<file path="src/hdl/deploy_burn_sequencer_core_defines.svh">
// Assertion helpers for the deployment sequencer. Both expect clk and rst_n in scope.
`ifndef DEPLOY_BURN_SEQUENCER_CORE_DEFINES_SVH
`define DEPLOY_BURN_SEQUENCER_CORE_DEFINES_SVH

// expression must hold at every edge out of reset
`define DBS_ASSERT_ALWAYS(lbl, expr, msg) \
  lbl: assert property (@(posedge clk) disable iff (!rst_n) (expr)) else $error(msg);

// consequent must hold in the cycle after the antecedent
`define DBS_ASSERT_NEXT(lbl, ante, cons, msg) \
  lbl: assert property (@(posedge clk) disable iff (!rst_n) (ante) |=> (cons)) else $error(msg);

`endif

</file>
<file path="src/hdl/dbs_pkg.sv">
package dbs_pkg;

  localparam int QUEUE_DEPTH_DEF = 2;

  localparam int W_SEC = 20;
  localparam int W_CYC = 8;
  localparam int W_PH  = 3;
  localparam int W_CMD = 3;
  localparam int W_REQ = 2;
  localparam int W_RPH = 8;
  localparam int W_REL = 32;
  localparam int W_CFX = 3;
  localparam int W_KND = 2;

  // request codes
  localparam logic [W_REQ-1:0] REQ_TICK     = 2'd0;
  localparam logic [W_REQ-1:0] REQ_START    = 2'd1;
  localparam logic [W_REQ-1:0] REQ_COMPLETE = 2'd2;

  // classified item kinds
  localparam logic [W_KND-1:0] KIND_TICK  = 2'd0;
  localparam logic [W_KND-1:0] KIND_START = 2'd1;
  localparam logic [W_KND-1:0] KIND_ABORT = 2'd2;
  localparam logic [W_KND-1:0] KIND_NONE  = 2'd3;

  // result commands
  localparam logic [W_CMD-1:0] CMD_STATUS   = 3'd0;
  localparam logic [W_CMD-1:0] CMD_DETUMBLE = 3'd1;
  localparam logic [W_CMD-1:0] CMD_BURN_ON  = 3'd2;
  localparam logic [W_CMD-1:0] CMD_BURN_OFF = 3'd3;
  localparam logic [W_CMD-1:0] CMD_TLM_EN   = 3'd4;
  localparam logic [W_CMD-1:0] CMD_SAVE     = 3'd5;
  localparam logic [W_CMD-1:0] CMD_DEFAULTS = 3'd6;

  // sequencer phases
  localparam logic [W_PH-1:0] PH_IDLE = 3'd0;
  localparam logic [W_PH-1:0] PH_INIT = 3'd1;
  localparam logic [W_PH-1:0] PH_BURN = 3'd2;
  localparam logic [W_PH-1:0] PH_TOEN = 3'd3;
  localparam logic [W_PH-1:0] PH_POST = 3'd4;
  localparam logic [W_PH-1:0] PH_DONE = 3'd5;

  // phase codes inside a stored snapshot
  localparam logic [W_RPH-1:0] RPH_INIT = 8'd0;
  localparam logic [W_RPH-1:0] RPH_BURN = 8'd1;
  localparam logic [W_RPH-1:0] RPH_POST = 8'd3;
  localparam logic [W_RPH-1:0] RPH_DONE = 8'd4;

  // register indexes
  localparam logic [W_CFX-1:0] CFG_INIT_WAIT = 3'd0;
  localparam logic [W_CFX-1:0] CFG_BURN      = 3'd1;
  localparam logic [W_CFX-1:0] CFG_POST_WAIT = 3'd2;
  localparam logic [W_CFX-1:0] CFG_REPEAT    = 3'd3;
  localparam logic [W_CFX-1:0] CFG_SAVE_INT  = 3'd4;
  localparam logic [W_CFX-1:0] CFG_DETUMBLE  = 3'd5;

  localparam logic [W_SEC-1:0] RST_INIT_WAIT = 20'd1800;
  localparam logic [W_SEC-1:0] RST_BURN      = 20'd30;
  localparam logic [W_SEC-1:0] RST_POST_WAIT = 20'd600;
  localparam logic [W_CYC-1:0] RST_REPEAT    = 8'd3;
  localparam logic [W_SEC-1:0] RST_SAVE_INT  = 20'd60;
  localparam logic             RST_DETUMBLE  = 1'b1;

  typedef struct packed {
    logic [W_SEC-1:0] init_wait;
    logic [W_SEC-1:0] burn;
    logic [W_SEC-1:0] post_wait;
    logic [W_CYC-1:0] repeat_cnt;
    logic [W_SEC-1:0] save_int;
    logic             detumble;
  } cfg_t;

  // classified item as queued between front and back
  typedef struct packed {
    logic [W_KND-1:0] kind;
    logic             bad;
    logic [W_PH-1:0]  rph;
    logic [W_CYC-1:0] cyc;
    logic [W_SEC-1:0] elap;
  } fitem_t;

  typedef struct packed {
    logic [W_CMD-1:0] command;
    logic [W_PH-1:0]  phase;
    logic [W_CYC-1:0] cycles_done;
    logic [W_SEC-1:0] wait_elapsed;
    logic [W_SEC-1:0] wait_remaining;
    logic             last;
  } res_t;

  typedef struct packed {
    logic            idle;
    logic            held;
    logic            abort;
    logic [W_PH-1:0] phase;
  } bstat_t;

endpackage

</file>
<file path="src/hdl/dbs_in_if.sv">
interface dbs_in_if import dbs_pkg::*; ();
  logic             valid;
  logic             ready;
  logic [W_REQ-1:0] req_type;
  logic             resume_intact;
  logic [W_RPH-1:0] resume_phase;
  logic [W_CYC-1:0] resume_cycles;
  logic [W_REL-1:0] resume_elapsed;

  modport source (
    output valid, req_type, resume_intact, resume_phase, resume_cycles, resume_elapsed,
    input  ready
  );
  modport sink (
    input  valid, req_type, resume_intact, resume_phase, resume_cycles, resume_elapsed,
    output ready
  );
endinterface

</file>
<file path="src/hdl/dbs_out_if.sv">
interface dbs_out_if import dbs_pkg::*; ();
  logic             valid;
  logic             ready;
  logic [W_CMD-1:0] command;
  logic [W_PH-1:0]  phase;
  logic [W_CYC-1:0] cycles_done;
  logic [W_SEC-1:0] wait_elapsed;
  logic [W_SEC-1:0] wait_remaining;
  logic             last;

  modport source (
    output valid, command, phase, cycles_done, wait_elapsed, wait_remaining, last,
    input  ready
  );
  modport sink (
    input  valid, command, phase, cycles_done, wait_elapsed, wait_remaining, last,
    output ready
  );
endinterface

</file>
<file path="src/hdl/dbs_front.sv">
module dbs_front import dbs_pkg::*; (
  dbs_in_if.sink   in_ch,
  input  cfg_t     cfg,
  input  logic     q_full,
  output logic     push,
  output fitem_t   item
);

  logic [W_SEC-1:0] rd;
  logic             bad;

  assign in_ch.ready = !q_full;
  assign push        = in_ch.valid && !q_full;

  // allowed elapsed time for the snapshot's phase
  always_comb begin
    case (in_ch.resume_phase)
      RPH_INIT: rd = cfg.init_wait;
      RPH_BURN: rd = cfg.burn;
      RPH_POST: rd = cfg.post_wait;
      default:  rd = '0;
    endcase
  end

  always_comb begin
    bad = !in_ch.resume_intact
       || (in_ch.resume_cycles > cfg.repeat_cnt)
       || (in_ch.resume_phase > RPH_DONE)
       || (in_ch.resume_phase == RPH_INIT && in_ch.resume_cycles != '0)
       || (in_ch.resume_phase == RPH_DONE && in_ch.resume_cycles != cfg.repeat_cnt)
       || (in_ch.resume_phase != RPH_DONE && in_ch.resume_cycles >= cfg.repeat_cnt)
       || (in_ch.resume_elapsed > {{(W_REL-W_SEC){1'b0}}, rd});
  end

  always_comb begin
    case (in_ch.req_type)
      REQ_TICK:     item.kind = KIND_TICK;
      REQ_START:    item.kind = KIND_START;
      REQ_COMPLETE: item.kind = KIND_ABORT;
      default:      item.kind = KIND_NONE;
    endcase
    item.bad  = bad;
    // snapshot phase code maps to sequencer phase by +1 (only used when valid)
    item.rph  = in_ch.resume_phase[W_PH-1:0] + W_PH'(1);
    item.cyc  = in_ch.resume_cycles;
    item.elap = in_ch.resume_elapsed[W_SEC-1:0];
  end

endmodule

</file>
<file path="src/hdl/dbs_queue.sv">
module dbs_queue import dbs_pkg::*; #(
  parameter int DEPTH = QUEUE_DEPTH_DEF
) (
  input  logic   clk,
  input  logic   rst_n,
  input  logic   push,
  input  fitem_t push_item,
  output logic   full,
  input  logic   pop,
  output logic   head_valid,
  output fitem_t head_item
);

  localparam int PW = $clog2(DEPTH);
  localparam int CW = $clog2(DEPTH + 1);

  fitem_t          mem_r [DEPTH];
  logic [PW-1:0]   wr_ptr_r, wr_ptr_nxt;
  logic [PW-1:0]   rd_ptr_r, rd_ptr_nxt;
  logic [CW-1:0]   cnt_r, cnt_nxt;

  assign full       = (cnt_r == CW'(DEPTH));
  assign head_valid = (cnt_r != '0);
  assign head_item  = mem_r[rd_ptr_r];

  always_comb begin
    wr_ptr_nxt = wr_ptr_r;
    rd_ptr_nxt = rd_ptr_r;
    cnt_nxt    = cnt_r;
    if (push) begin
      wr_ptr_nxt = (wr_ptr_r == PW'(DEPTH - 1)) ? '0 : wr_ptr_r + PW'(1);
    end
    if (pop) begin
      rd_ptr_nxt = (rd_ptr_r == PW'(DEPTH - 1)) ? '0 : rd_ptr_r + PW'(1);
    end
    case ({push, pop})
      2'b10:   cnt_nxt = cnt_r + CW'(1);
      2'b01:   cnt_nxt = cnt_r - CW'(1);
      default: cnt_nxt = cnt_r;
    endcase
  end

  always_ff @(posedge clk) begin
    if (!rst_n) begin
      wr_ptr_r <= '0;
      rd_ptr_r <= '0;
      cnt_r    <= '0;
    end else begin
      wr_ptr_r <= wr_ptr_nxt;
      rd_ptr_r <= rd_ptr_nxt;
      cnt_r    <= cnt_nxt;
    end
  end

  always_ff @(posedge clk) begin
    if (push) begin
      mem_r[wr_ptr_r] <= push_item;
    end
  end

endmodule

</file>
<file path="src/hdl/dbs_back.sv">
module dbs_back import dbs_pkg::*; (
  input  logic      clk,
  input  logic      rst_n,
  input  cfg_t      cfg,
  input  logic      head_valid,
  input  fitem_t    head_item,
  output logic      pop,
  dbs_out_if.source out_ch,
  output bstat_t    bstat
);

  localparam logic [4:0] S_IDLE     = 5'd0;
  localparam logic [4:0] S_TICK     = 5'd1;
  localparam logic [4:0] S_INIT_END = 5'd2;
  localparam logic [4:0] S_SC       = 5'd3;
  localparam logic [4:0] S_EB0      = 5'd4;
  localparam logic [4:0] S_EB1      = 5'd5;
  localparam logic [4:0] S_EB2      = 5'd6;
  localparam logic [4:0] S_EB3      = 5'd7;
  localparam logic [4:0] S_EB4      = 5'd8;
  localparam logic [4:0] S_EPW      = 5'd9;
  localparam logic [4:0] S_ST0      = 5'd10;
  localparam logic [4:0] S_ST1      = 5'd11;
  localparam logic [4:0] S_ST2      = 5'd12;
  localparam logic [4:0] S_ST3      = 5'd13;
  localparam logic [4:0] S_CP0      = 5'd14;
  localparam logic [4:0] S_CP1      = 5'd15;
  localparam logic [4:0] S_CP2      = 5'd16;
  localparam logic [4:0] S_END      = 5'd17;

  function automatic logic [W_SEC-1:0] wait_len(input logic [W_PH-1:0] ph, input cfg_t c);
    logic [W_SEC-1:0] d;
    case (ph)
      PH_INIT: d = c.init_wait;
      PH_BURN: d = c.burn;
      PH_POST: d = c.post_wait;
      default: d = '0;
    endcase
    return d;
  endfunction

  // first step for a freshly popped item
  function automatic logic [4:0] dispatch(input logic [W_KND-1:0] kind,
                                          input logic [W_PH-1:0] ph);
    logic [4:0] s;
    case (kind)
      KIND_TICK:  s = (ph inside {PH_INIT, PH_BURN, PH_POST}) ? S_TICK : S_END;
      KIND_START: s = (ph inside {PH_INIT, PH_BURN, PH_TOEN, PH_POST}) ? S_END : S_ST0;
      KIND_ABORT: s = S_CP0;
      default:    s = S_END;
    endcase
    return s;
  endfunction

  logic [4:0]       st_r, st_nxt;
  logic [W_PH-1:0]  phase_r, phase_nxt;
  logic [W_CYC-1:0] cyc_r, cyc_nxt;
  logic [W_SEC-1:0] elap_r, elap_nxt;
  logic [W_SEC:0]   mark_r, mark_nxt;
  logic             abort_r, abort_nxt;
  logic [W_PH-1:0]  prev_r, prev_nxt;
  fitem_t           cur_r, cur_nxt;
  logic             held_v_r, held_v_nxt;
  res_t             held_r, held_nxt;
  logic             out_v_r, out_v_nxt;
  res_t             out_r, out_nxt;

  logic             go;
  logic             emit;
  logic             fin;
  logic [W_CMD-1:0] emit_cmd;
  res_t             res_new;

  // tick arithmetic on the current wait
  logic [W_SEC-1:0] d_cur;
  logic [W_SEC:0]   inc;
  logic             t_done;
  logic [W_SEC-1:0] t_elap;
  logic             t_save;
  logic [W_CYC-1:0] cyc_inc;
  logic [W_SEC-1:0] d_nxt;

  assign go      = !out_v_r || out_ch.ready;
  assign d_cur   = wait_len(phase_r, cfg);
  assign inc     = {1'b0, elap_r} + (W_SEC+1)'(1);
  assign t_done  = (inc >= {1'b0, d_cur});
  assign t_elap  = t_done ? d_cur : inc[W_SEC-1:0];
  assign t_save  = t_done || ({1'b0, t_elap} >= mark_r);
  assign cyc_inc = cyc_r + W_CYC'(1);

  always_comb begin
    st_nxt    = st_r;
    phase_nxt = phase_r;
    cyc_nxt   = cyc_r;
    elap_nxt  = elap_r;
    mark_nxt  = mark_r;
    abort_nxt = abort_r;
    prev_nxt  = prev_r;
    cur_nxt   = cur_r;
    pop       = 1'b0;
    emit      = 1'b0;
    fin       = 1'b0;
    emit_cmd  = CMD_STATUS;

    case (st_r)
      S_IDLE: begin
        if (head_valid) begin
          pop     = 1'b1;
          cur_nxt = head_item;
          st_nxt  = dispatch(head_item.kind, phase_r);
        end
      end

      S_TICK: begin
        if (go) begin
          if (d_cur == '0) begin
            // zero-length wait ends without a save
            st_nxt = (phase_r == PH_INIT) ? S_INIT_END :
                     (phase_r == PH_BURN) ? S_EB0 : S_EPW;
          end else begin
            elap_nxt = t_elap;
            if (t_save) begin
              emit     = 1'b1;
              emit_cmd = CMD_SAVE;
              mark_nxt = {1'b0, t_elap} + {1'b0, cfg.save_int};
            end
            if (t_done) begin
              st_nxt = (phase_r == PH_INIT) ? S_INIT_END :
                       (phase_r == PH_BURN) ? S_EB0 : S_EPW;
            end else begin
              st_nxt = S_END;
            end
          end
        end
      end

      S_INIT_END: begin
        if (go) begin
          elap_nxt  = '0;
          phase_nxt = PH_BURN;
          emit      = 1'b1;
          emit_cmd  = CMD_SAVE;
          st_nxt    = S_SC;
        end
      end

      S_SC: begin
        if (go) begin
          emit     = 1'b1;
          elap_nxt = '0;
          st_nxt   = S_END;
          if (cyc_r < cfg.repeat_cnt && !abort_r) begin
            phase_nxt = PH_BURN;
            mark_nxt  = {1'b0, cfg.save_int};
            emit_cmd  = CMD_BURN_ON;
          end else begin
            cyc_nxt   = cfg.repeat_cnt;
            phase_nxt = PH_DONE;
            emit_cmd  = CMD_SAVE;
          end
        end
      end

      S_EB0: begin
        if (go) begin
          elap_nxt = '0;
          emit     = 1'b1;
          emit_cmd = CMD_BURN_OFF;
          st_nxt   = S_EB1;
        end
      end

      S_EB1: begin
        if (go) begin
          emit     = 1'b1;
          emit_cmd = CMD_SAVE;
          st_nxt   = S_EB2;
        end
      end

      S_EB2: begin
        if (go) begin
          phase_nxt = PH_TOEN;
          emit      = 1'b1;
          emit_cmd  = CMD_TLM_EN;
          st_nxt    = S_EB3;
        end
      end

      S_EB3: begin
        if (go) begin
          emit     = 1'b1;
          emit_cmd = CMD_SAVE;
          st_nxt   = S_EB4;
        end
      end

      S_EB4: begin
        if (go) begin
          phase_nxt = PH_POST;
          mark_nxt  = {1'b0, cfg.save_int};
          emit      = 1'b1;
          emit_cmd  = CMD_SAVE;
          st_nxt    = (cfg.post_wait == '0) ? S_EPW : S_END;
        end
      end

      S_EPW: begin
        if (go) begin
          elap_nxt  = '0;
          cyc_nxt   = cyc_inc;
          phase_nxt = (cyc_inc < cfg.repeat_cnt) ? PH_BURN : PH_DONE;
          emit      = 1'b1;
          emit_cmd  = CMD_SAVE;
          st_nxt    = S_SC;
        end
      end

      S_ST0: begin
        if (go) begin
          mark_nxt = '0;
          if (cur_r.bad) begin
            phase_nxt = PH_INIT;
            cyc_nxt   = '0;
            elap_nxt  = '0;
            emit      = 1'b1;
            emit_cmd  = CMD_DEFAULTS;
            st_nxt    = S_ST1;
          end else begin
            phase_nxt = cur_r.rph;
            cyc_nxt   = cur_r.cyc;
            elap_nxt  = cur_r.elap;
            st_nxt    = S_ST2;
          end
        end
      end

      S_ST1: begin
        if (go) begin
          emit     = 1'b1;
          emit_cmd = CMD_SAVE;
          st_nxt   = S_ST2;
        end
      end

      S_ST2: begin
        if (go) begin
          emit     = cfg.detumble;
          emit_cmd = CMD_DETUMBLE;
          st_nxt   = S_ST3;
        end
      end

      S_ST3: begin
        if (go) begin
          if (phase_r == PH_DONE) begin
            emit     = 1'b1;
            emit_cmd = CMD_TLM_EN;
            st_nxt   = S_END;
          end else if (abort_r) begin
            elap_nxt  = '0;
            cyc_nxt   = cfg.repeat_cnt;
            phase_nxt = PH_DONE;
            emit      = 1'b1;
            emit_cmd  = CMD_SAVE;
            st_nxt    = S_END;
          end else if (phase_r == PH_INIT) begin
            if (elap_r >= cfg.init_wait) begin
              st_nxt = S_INIT_END;
            end else begin
              mark_nxt = {1'b0, elap_r} + {1'b0, cfg.save_int};
              st_nxt   = S_END;
            end
          end else begin
            st_nxt = S_SC;
          end
        end
      end

      S_CP0: begin
        if (go) begin
          prev_nxt  = phase_r;
          abort_nxt = 1'b1;
          phase_nxt = PH_DONE;
          cyc_nxt   = cfg.repeat_cnt;
          elap_nxt  = '0;
          emit      = 1'b1;
          emit_cmd  = CMD_SAVE;
          st_nxt    = S_CP1;
        end
      end

      S_CP1: begin
        if (go) begin
          emit     = (prev_r == PH_BURN);
          emit_cmd = CMD_BURN_OFF;
          st_nxt   = S_CP2;
        end
      end

      S_CP2: begin
        if (go) begin
          emit     = (prev_r inside {PH_INIT, PH_BURN, PH_TOEN, PH_POST});
          emit_cmd = CMD_SAVE;
          st_nxt   = S_END;
        end
      end

      S_END: begin
        if (go) begin
          fin = 1'b1;
          if (head_valid) begin
            pop     = 1'b1;
            cur_nxt = head_item;
            st_nxt  = dispatch(head_item.kind, phase_r);
          end else begin
            st_nxt = S_IDLE;
          end
        end
      end

      default: st_nxt = S_IDLE;
    endcase
  end

  // result fields reflect the state right after the step
  assign d_nxt = wait_len(phase_nxt, cfg);

  always_comb begin
    res_new.command        = emit_cmd;
    res_new.phase          = phase_nxt;
    res_new.cycles_done    = cyc_nxt;
    res_new.wait_elapsed   = elap_nxt;
    res_new.wait_remaining = (elap_nxt < d_nxt) ? (d_nxt - elap_nxt) : '0;
    res_new.last           = 1'b0;
  end

  // the newest result waits in held_r until we know whether it is the item's last
  always_comb begin
    held_v_nxt = held_v_r;
    held_nxt   = held_r;
    out_v_nxt  = out_v_r && !out_ch.ready;
    out_nxt    = out_r;
    if (emit) begin
      if (held_v_r) begin
        out_v_nxt = 1'b1;
        out_nxt   = held_r;
      end
      held_v_nxt = 1'b1;
      held_nxt   = res_new;
    end else if (fin) begin
      out_v_nxt  = 1'b1;
      out_nxt    = held_v_r ? held_r : res_new;
      out_nxt.last = 1'b1;
      held_v_nxt = 1'b0;
    end
  end

  always_ff @(posedge clk) begin
    if (!rst_n) begin
      st_r     <= S_IDLE;
      phase_r  <= PH_IDLE;
      cyc_r    <= '0;
      elap_r   <= '0;
      mark_r   <= '0;
      abort_r  <= 1'b0;
      held_v_r <= 1'b0;
      out_v_r  <= 1'b0;
    end else begin
      st_r     <= st_nxt;
      phase_r  <= phase_nxt;
      cyc_r    <= cyc_nxt;
      elap_r   <= elap_nxt;
      mark_r   <= mark_nxt;
      abort_r  <= abort_nxt;
      held_v_r <= held_v_nxt;
      out_v_r  <= out_v_nxt;
    end
  end

  always_ff @(posedge clk) begin
    prev_r <= prev_nxt;
    cur_r  <= cur_nxt;
    held_r <= held_nxt;
    out_r  <= out_nxt;
  end

  assign out_ch.valid          = out_v_r;
  assign out_ch.command        = out_r.command;
  assign out_ch.phase          = out_r.phase;
  assign out_ch.cycles_done    = out_r.cycles_done;
  assign out_ch.wait_elapsed   = out_r.wait_elapsed;
  assign out_ch.wait_remaining = out_r.wait_remaining;
  assign out_ch.last           = out_r.last;

  assign bstat.idle  = (st_r == S_IDLE);
  assign bstat.held  = held_v_r;
  assign bstat.abort = abort_r;
  assign bstat.phase = phase_r;

endmodule

</file>
<file path="src/hdl/deploy_burn_sequencer_core.sv">
// Deployment burn sequencer. Items on in_ch are one-second ticks, starts carrying a resumed
// snapshot, or completion requests; each item yields one to eight results on out_ch, the
// final one flagged by last. Snapshot checks happen as an item is taken, then the item waits
// in a small queue (QUEUE_DEPTH entries) for the sequencer, which steps one action per cycle
// while its output register is free or out_ch.ready is high, and emits at most one result
// per cycle. An item occupies the sequencer until its last result is formed; the queue keeps
// input accepted meanwhile and an output register lets results wait for out_ch.ready without
// blocking intake. Registers are to be written through cfg_we/cfg_index/cfg_wdata only while
// no item is in flight; the user must keep to this, the block does not enforce it.
`include "deploy_burn_sequencer_core_defines.svh"

module deploy_burn_sequencer_core import dbs_pkg::*; #(
  parameter int QUEUE_DEPTH = QUEUE_DEPTH_DEF
) (
  input  logic             clk,
  input  logic             rst_n,
  dbs_in_if.sink           in_ch,
  dbs_out_if.source        out_ch,
  input  logic             cfg_we,
  input  logic [W_CFX-1:0] cfg_index,
  input  logic [W_SEC-1:0] cfg_wdata
);

  cfg_t   cfg_r;
  logic   q_push;
  logic   q_full;
  logic   q_pop;
  logic   q_hvalid;
  fitem_t q_in;
  fitem_t q_head;
  bstat_t bstat;

  always_ff @(posedge clk) begin
    if (!rst_n) begin
      cfg_r.init_wait  <= RST_INIT_WAIT;
      cfg_r.burn       <= RST_BURN;
      cfg_r.post_wait  <= RST_POST_WAIT;
      cfg_r.repeat_cnt <= RST_REPEAT;
      cfg_r.save_int   <= RST_SAVE_INT;
      cfg_r.detumble   <= RST_DETUMBLE;
    end else if (cfg_we) begin
      case (cfg_index)
        CFG_INIT_WAIT: cfg_r.init_wait  <= cfg_wdata;
        CFG_BURN:      cfg_r.burn       <= cfg_wdata;
        CFG_POST_WAIT: cfg_r.post_wait  <= cfg_wdata;
        CFG_REPEAT:    cfg_r.repeat_cnt <= cfg_wdata[W_CYC-1:0];
        CFG_SAVE_INT:  cfg_r.save_int   <= cfg_wdata;
        CFG_DETUMBLE:  cfg_r.detumble   <= cfg_wdata[0];
        default: ;
      endcase
    end
  end

  dbs_front u_front (
    .in_ch  (in_ch),
    .cfg    (cfg_r),
    .q_full (q_full),
    .push   (q_push),
    .item   (q_in)
  );

  dbs_queue #(
    .DEPTH (QUEUE_DEPTH)
  ) u_queue (
    .clk        (clk),
    .rst_n      (rst_n),
    .push       (q_push),
    .push_item  (q_in),
    .full       (q_full),
    .pop        (q_pop),
    .head_valid (q_hvalid),
    .head_item  (q_head)
  );

  dbs_back u_back (
    .clk        (clk),
    .rst_n      (rst_n),
    .cfg        (cfg_r),
    .head_valid (q_hvalid),
    .head_item  (q_head),
    .pop        (q_pop),
    .out_ch     (out_ch),
    .bstat      (bstat)
  );

  // after an abort every finished item leaves the sequence complete
  `DBS_ASSERT_ALWAYS(a_abort_done, !bstat.idle || !bstat.abort || bstat.phase == PH_DONE, "abort left sequence running")
  `DBS_ASSERT_NEXT(a_abort_sticky, bstat.abort, bstat.abort, "abort flag cleared")
  // a result still held when the sequencer goes idle would be lost
  `DBS_ASSERT_ALWAYS(a_idle_no_held, !bstat.idle || !bstat.held, "held result while idle")

endmodule
</file>
<file path="src/flat_wrapper.sv">
// flat-port wrapper written by rule: the top's interface ports become plain ports
module deploy_burn_sequencer_core_flat import dbs_pkg::*;
#(
  parameter int QUEUE_DEPTH = QUEUE_DEPTH_DEF
)
  (clk, rst_n, cfg_we, cfg_index, cfg_wdata, in_ch_valid, in_ch_req_type, in_ch_resume_intact, in_ch_resume_phase, in_ch_resume_cycles, in_ch_resume_elapsed, in_ch_ready, out_ch_valid, out_ch_command, out_ch_phase, out_ch_cycles_done, out_ch_wait_elapsed, out_ch_wait_remaining, out_ch_last, out_ch_ready);
  dbs_in_if in_ch_i ();
  dbs_out_if out_ch_i ();
  input  logic clk;
  input  logic rst_n;
  input  logic cfg_we;
  input  logic [W_CFX-1:0] cfg_index;
  input  logic [W_SEC-1:0] cfg_wdata;
  input wire logic [$bits(in_ch_i.valid)-1:0] in_ch_valid;
  input wire logic [$bits(in_ch_i.req_type)-1:0] in_ch_req_type;
  input wire logic [$bits(in_ch_i.resume_intact)-1:0] in_ch_resume_intact;
  input wire logic [$bits(in_ch_i.resume_phase)-1:0] in_ch_resume_phase;
  input wire logic [$bits(in_ch_i.resume_cycles)-1:0] in_ch_resume_cycles;
  input wire logic [$bits(in_ch_i.resume_elapsed)-1:0] in_ch_resume_elapsed;
  output wire logic [$bits(in_ch_i.ready)-1:0] in_ch_ready;
  output wire logic [$bits(out_ch_i.valid)-1:0] out_ch_valid;
  output wire logic [$bits(out_ch_i.command)-1:0] out_ch_command;
  output wire logic [$bits(out_ch_i.phase)-1:0] out_ch_phase;
  output wire logic [$bits(out_ch_i.cycles_done)-1:0] out_ch_cycles_done;
  output wire logic [$bits(out_ch_i.wait_elapsed)-1:0] out_ch_wait_elapsed;
  output wire logic [$bits(out_ch_i.wait_remaining)-1:0] out_ch_wait_remaining;
  output wire logic [$bits(out_ch_i.last)-1:0] out_ch_last;
  input wire logic [$bits(out_ch_i.ready)-1:0] out_ch_ready;
  assign in_ch_i.valid = in_ch_valid;
  assign in_ch_i.req_type = in_ch_req_type;
  assign in_ch_i.resume_intact = in_ch_resume_intact;
  assign in_ch_i.resume_phase = in_ch_resume_phase;
  assign in_ch_i.resume_cycles = in_ch_resume_cycles;
  assign in_ch_i.resume_elapsed = in_ch_resume_elapsed;
  assign in_ch_ready = in_ch_i.ready;
  assign out_ch_valid = out_ch_i.valid;
  assign out_ch_command = out_ch_i.command;
  assign out_ch_phase = out_ch_i.phase;
  assign out_ch_cycles_done = out_ch_i.cycles_done;
  assign out_ch_wait_elapsed = out_ch_i.wait_elapsed;
  assign out_ch_wait_remaining = out_ch_i.wait_remaining;
  assign out_ch_last = out_ch_i.last;
  assign out_ch_i.ready = out_ch_ready;
  deploy_burn_sequencer_core #(.QUEUE_DEPTH(QUEUE_DEPTH)) u_core (.clk(clk), .rst_n(rst_n), .in_ch(in_ch_i), .out_ch(out_ch_i), .cfg_we(cfg_we), .cfg_index(cfg_index), .cfg_wdata(cfg_wdata));
endmodule
</file>
<file path="config.mk">
export PLATFORM = sky130hd
export DESIGN_NAME = deploy_burn_sequencer_core_flat
export DESIGN_NICKNAME = d
export VERILOG_FILES = /design/src/hdl/dbs_pkg.sv /design/src/hdl/dbs_in_if.sv /design/src/hdl/dbs_out_if.sv /design/src/hdl/dbs_front.sv /design/src/hdl/dbs_queue.sv /design/src/hdl/dbs_back.sv /design/src/hdl/deploy_burn_sequencer_core.sv /design/src/flat_wrapper.sv
export VERILOG_INCLUDE_DIRS = /design/src /design/src/hdl
export SDC_FILE = /design/constraint.sdc
export NUM_CORES = 1
export LEC_CHECK = 0
export ABC_AREA = 1
export ABC_CLOCK_PERIOD_IN_PS = 7250
export BUFFER_PORTS_ARGS = -buffer_cell sky130_fd_sc_hd__buf_2
export CELL_PAD_IN_SITES_DETAIL_PLACEMENT = 0
export CELL_PAD_IN_SITES_GLOBAL_PLACEMENT = 1
export CORE_ASPECT_RATIO = 1.25
export CORE_UTILIZATION = 46
export CTS_CLUSTER_DIAMETER = 100
export DETAILED_ROUTE_END_ITERATION = 16
export PLACE_DENSITY = 0.81
export SLEW_MARGIN = 20
export SYNTH_ARGS = -nofsm -noshare
export SYNTH_HDL_FRONTEND = slang
export SYNTH_SLANG_ARGS = --single-unit
</file>
<file path="constraint.sdc">
create_clock -name clk -period 7.25 [get_ports clk]
set_input_delay 1.0875 -clock clk [delete_from_list [all_inputs] [get_ports clk]]
set_output_delay 1.0875 -clock clk [all_outputs]
set_load 0.02 [all_outputs]
</file>
==> impl_metrics.yaml <==
run:
  cap_violations: 0
global_route:
  track_usage_pct: 35.1
  globalRoute.totalOverflow: 0
  antenna_found_initial: 3
  grt_pass1_wl_mm: 133
  grt_max_degree: 74
  grt_pass1_vias: 20700
setup_path:
  timing.critical_path.depth: 34
  cp-end-kind: "flop"
  crit_fanout: 40
  cp-start-kind: "flop"
  crit_buf_inv: 6
  worstPathRequired_ns: 7.56
  max_stage_delay_ns: 1.00
  worst_ep_arrival_time_ns: 6.85
  crit_family: "simple AND/OR/NAND/NOR gates"
  slowest_stage: "dfxtp_1"
  r2r_cells: 34
  crit_type: "reg2reg"
  worst_path_most_repeated_cell: "nand2_1"
floorplan:
  initial_utilization_pct: 46.6
  dieArea_um2: 51000
  die_x_um: 202
  die-height_um: 252
  core_um2: 49400
  row_count: 91
  ioPinCount: 136
yosys:
  synth_edf_count: 212
  synth-async-reset-ratio_pct: 0
  yosys_warnings: 0
  ys_ff_latch: 366
  synth_area_per_cell_um2: 7.68
  synth_cells: 2997
  synth_area_um2: 23000
  ys_seq_area_share_pct: 41.0
  ys_types: 59
  syn_nets: 3226
  synth_ff_type: "edfxtp_1"
routing:
  drt_first_pass_iters: 5
  vias_per_cell: 5.78
  wl_per_cell_um: 23.7
  ant_nets: 0
  vias: 21800
  drt_wl_total_mm: 89.7
  drtIter0Drc: 2336
  drcViolationCount: 0
min_path:
  hp-class: "reg2reg"
  holdPathStages: 1
pwr:
  power_per_cell_area_nw_per_um2: 456
  total_power_mw: 11.7
  p_leak_nw: 11.5
  vdd_ir_drop_max_mv: 0.334
layout:
  area_delta_synth_final_pct: 11.2
  stdcell_area_um2: 25600
  diodes: 0
  nets: 3330
  drive_gt1_share_pct: 11.7
  fillCellCount: 4869
  fin_util_pct: 51.8
placement:
  dp.final_hpwl_mm: 71.6
  portBuffers: 135
  place_congestion: 1.04
  placed_area_um2: 24300
clocking:
  cts_made_buffers: 38
  hold_buffers: 0
  clk_latency_ns: 0.59
  clock_sinks: 366
  cts_resized: 0
  clockBufferDepth: 3
  cts_tree: "yes"
  h-tree-depth: 2
  clockRootBuffer: "clkbuf_16"
  path_clk_slew_ns: 0.06
  cts_setup_buffers: 0
sta:
  final_hold_viol_count: 0
  worst_pin_slew_ns: 1.02
  rsz0062_at_grt: "false"
  holdWs_ns: 0.465
  setup_viol: 0
  drv_slew: 0
  max_freq_ghz: 0.153
  finClkSkew_ns: 0.0298
  fin_crit_sh_pct: 90.1
  min_period_ns: 6.53
  slew_headroom_pct: 31.8
  setup_tns_ns: 0
status:
  outcome: "finished, final reports clean"
-- where the power goes --
| part | switching (mW) | internal [mW] | leakage, nW | total [mW] |
|---|---|---|---|---|
| clock | 0.865 | 1.16 | 0.628 | 2.02 |
| combinational | 4.49 | 1.82 | 7.61 | 6.31 |
| sequential | 0.296 | 3.05 | 3.24 | 3.34 |
-- through the flow --
| step | setup WS [ns] | instances |
|---|---|---|
| after floorplan | 2.01 | 2997 |
| after global placement | 0.841 | 3712 |
| after detailed placement | 0.781 | 3712 |
| after CTS | 0.746 | 3779 |
| after global routing | 0.210 | 3779 |
| final | 0.716 | 3779 |
-- worst reg2reg max path, delay by kind of cell (launching register included) --
kind            cells  cell delay (ns)
fa+ha+maj           2             0.59
compound gates      2             0.33
buf+inv             6             1.08
flops               1             1.00
simple gates       24             3.24
-- Yosys cell counts (all sizes together), types with 13 or more instances --
master,number,area (um2)
clkbuf,61,229
nand4,65,413
ha,148,1850
nor3,47,258
o21ai,210,1160
nand3,241,1240
edfxtp,212,6370
nor4,13,81.3
xor2,32,280
dfxtp,154,3080
inv,320,1200
nand2,715,2740
a221oi,17,149
o22ai,14,87.6
mux2,33,372
nor2,372,1460
a21oi,193,966
o211ai,13,97.6
buf,51,343
-- state kept, by name (all words and copies together) (netlist names), 8 cells and up, named ones only --
signal                               count
u_core.cfg_r                            89
u_core.u_back.cur_r                     32
u_core.u_back.cyc_r                      8
u_core.u_back.elap_r                    20
u_core.u_back.held_r                    54
u_core.u_back.mark_r                    21
u_core.u_back.out_ch.cycles_done         8
u_core.u_back.out_ch.wait_elapsed       20
u_core.u_back.out_ch.wait_remaining     20
u_core.u_queue.mem_r                    68
-- cell type report --
cell class	count	area, um2	share of cell area (%)
repair buffers	176	1020	3.99
multi-input cells	2192	11800	46.1
well taps	651	815	3.18
clock buffers	49	1060	4.12
clock inverters	18	240	0.938
flip-flops and latches	366	9450	36.9
inverters	327	1230	4.80
-- layout by cell type, fill, tap and decap left out, types with 45 or more instances in the layout --
cell,count
nand3_1,234
a21oi_1,193
nand4_1,64
o21ai_0,165
dfxtp_1,154
buf_2,135
nand2_1,696
inv_1,303
ha_1,148
edfxtp_1,212
nor2_1,350
nor3_1,45
-- layer usage --
metal / vias to the layer above / GRT usage [%] / share of wire [%]
li1: 10300 / - / -
met1: 10300 / 45.4 / 41
met2: 1028 / 57.0 / 46
met3: 216 / 5.38 / 7.4
met4: 6 / 17.9 / 5.6
met5: - / 0 / 0.051
-- final timing paths --
kind	start	end	slack (ns)
max	u_core.u_back.phase_r[2]	u_core.u_back.out_ch.wait_elapsed[3]	0.72
min	u_core.u_queue.rd_ptr_r	u_core.u_queue.rd_ptr_r	0.46
max reg2reg	u_core.u_back.phase_r[2]	u_core.u_back.out_ch.wait_elapsed[3]	0.72
min reg2reg	u_core.u_queue.rd_ptr_r	u_core.u_queue.rd_ptr_r	0.46
-- kinds of logic (layout without fill, tap and decap cells) --
kind of cell             Yosys count  after routing  synth area share [%]
AND/OR/NAND/NOR                 1466           1466                  27.3
AO/OA/AOI/OAI                    503            503                  12.5
buffers and inverters            439            570                  7.82
flip-flops                       366            366                  41.0
adder cells (fa/ha/maj)          150            150                  8.21
XOR/XNOR                          39             39                  1.48
multiplexers                      34             34                  1.66
(Power assumes the default switching activity.)
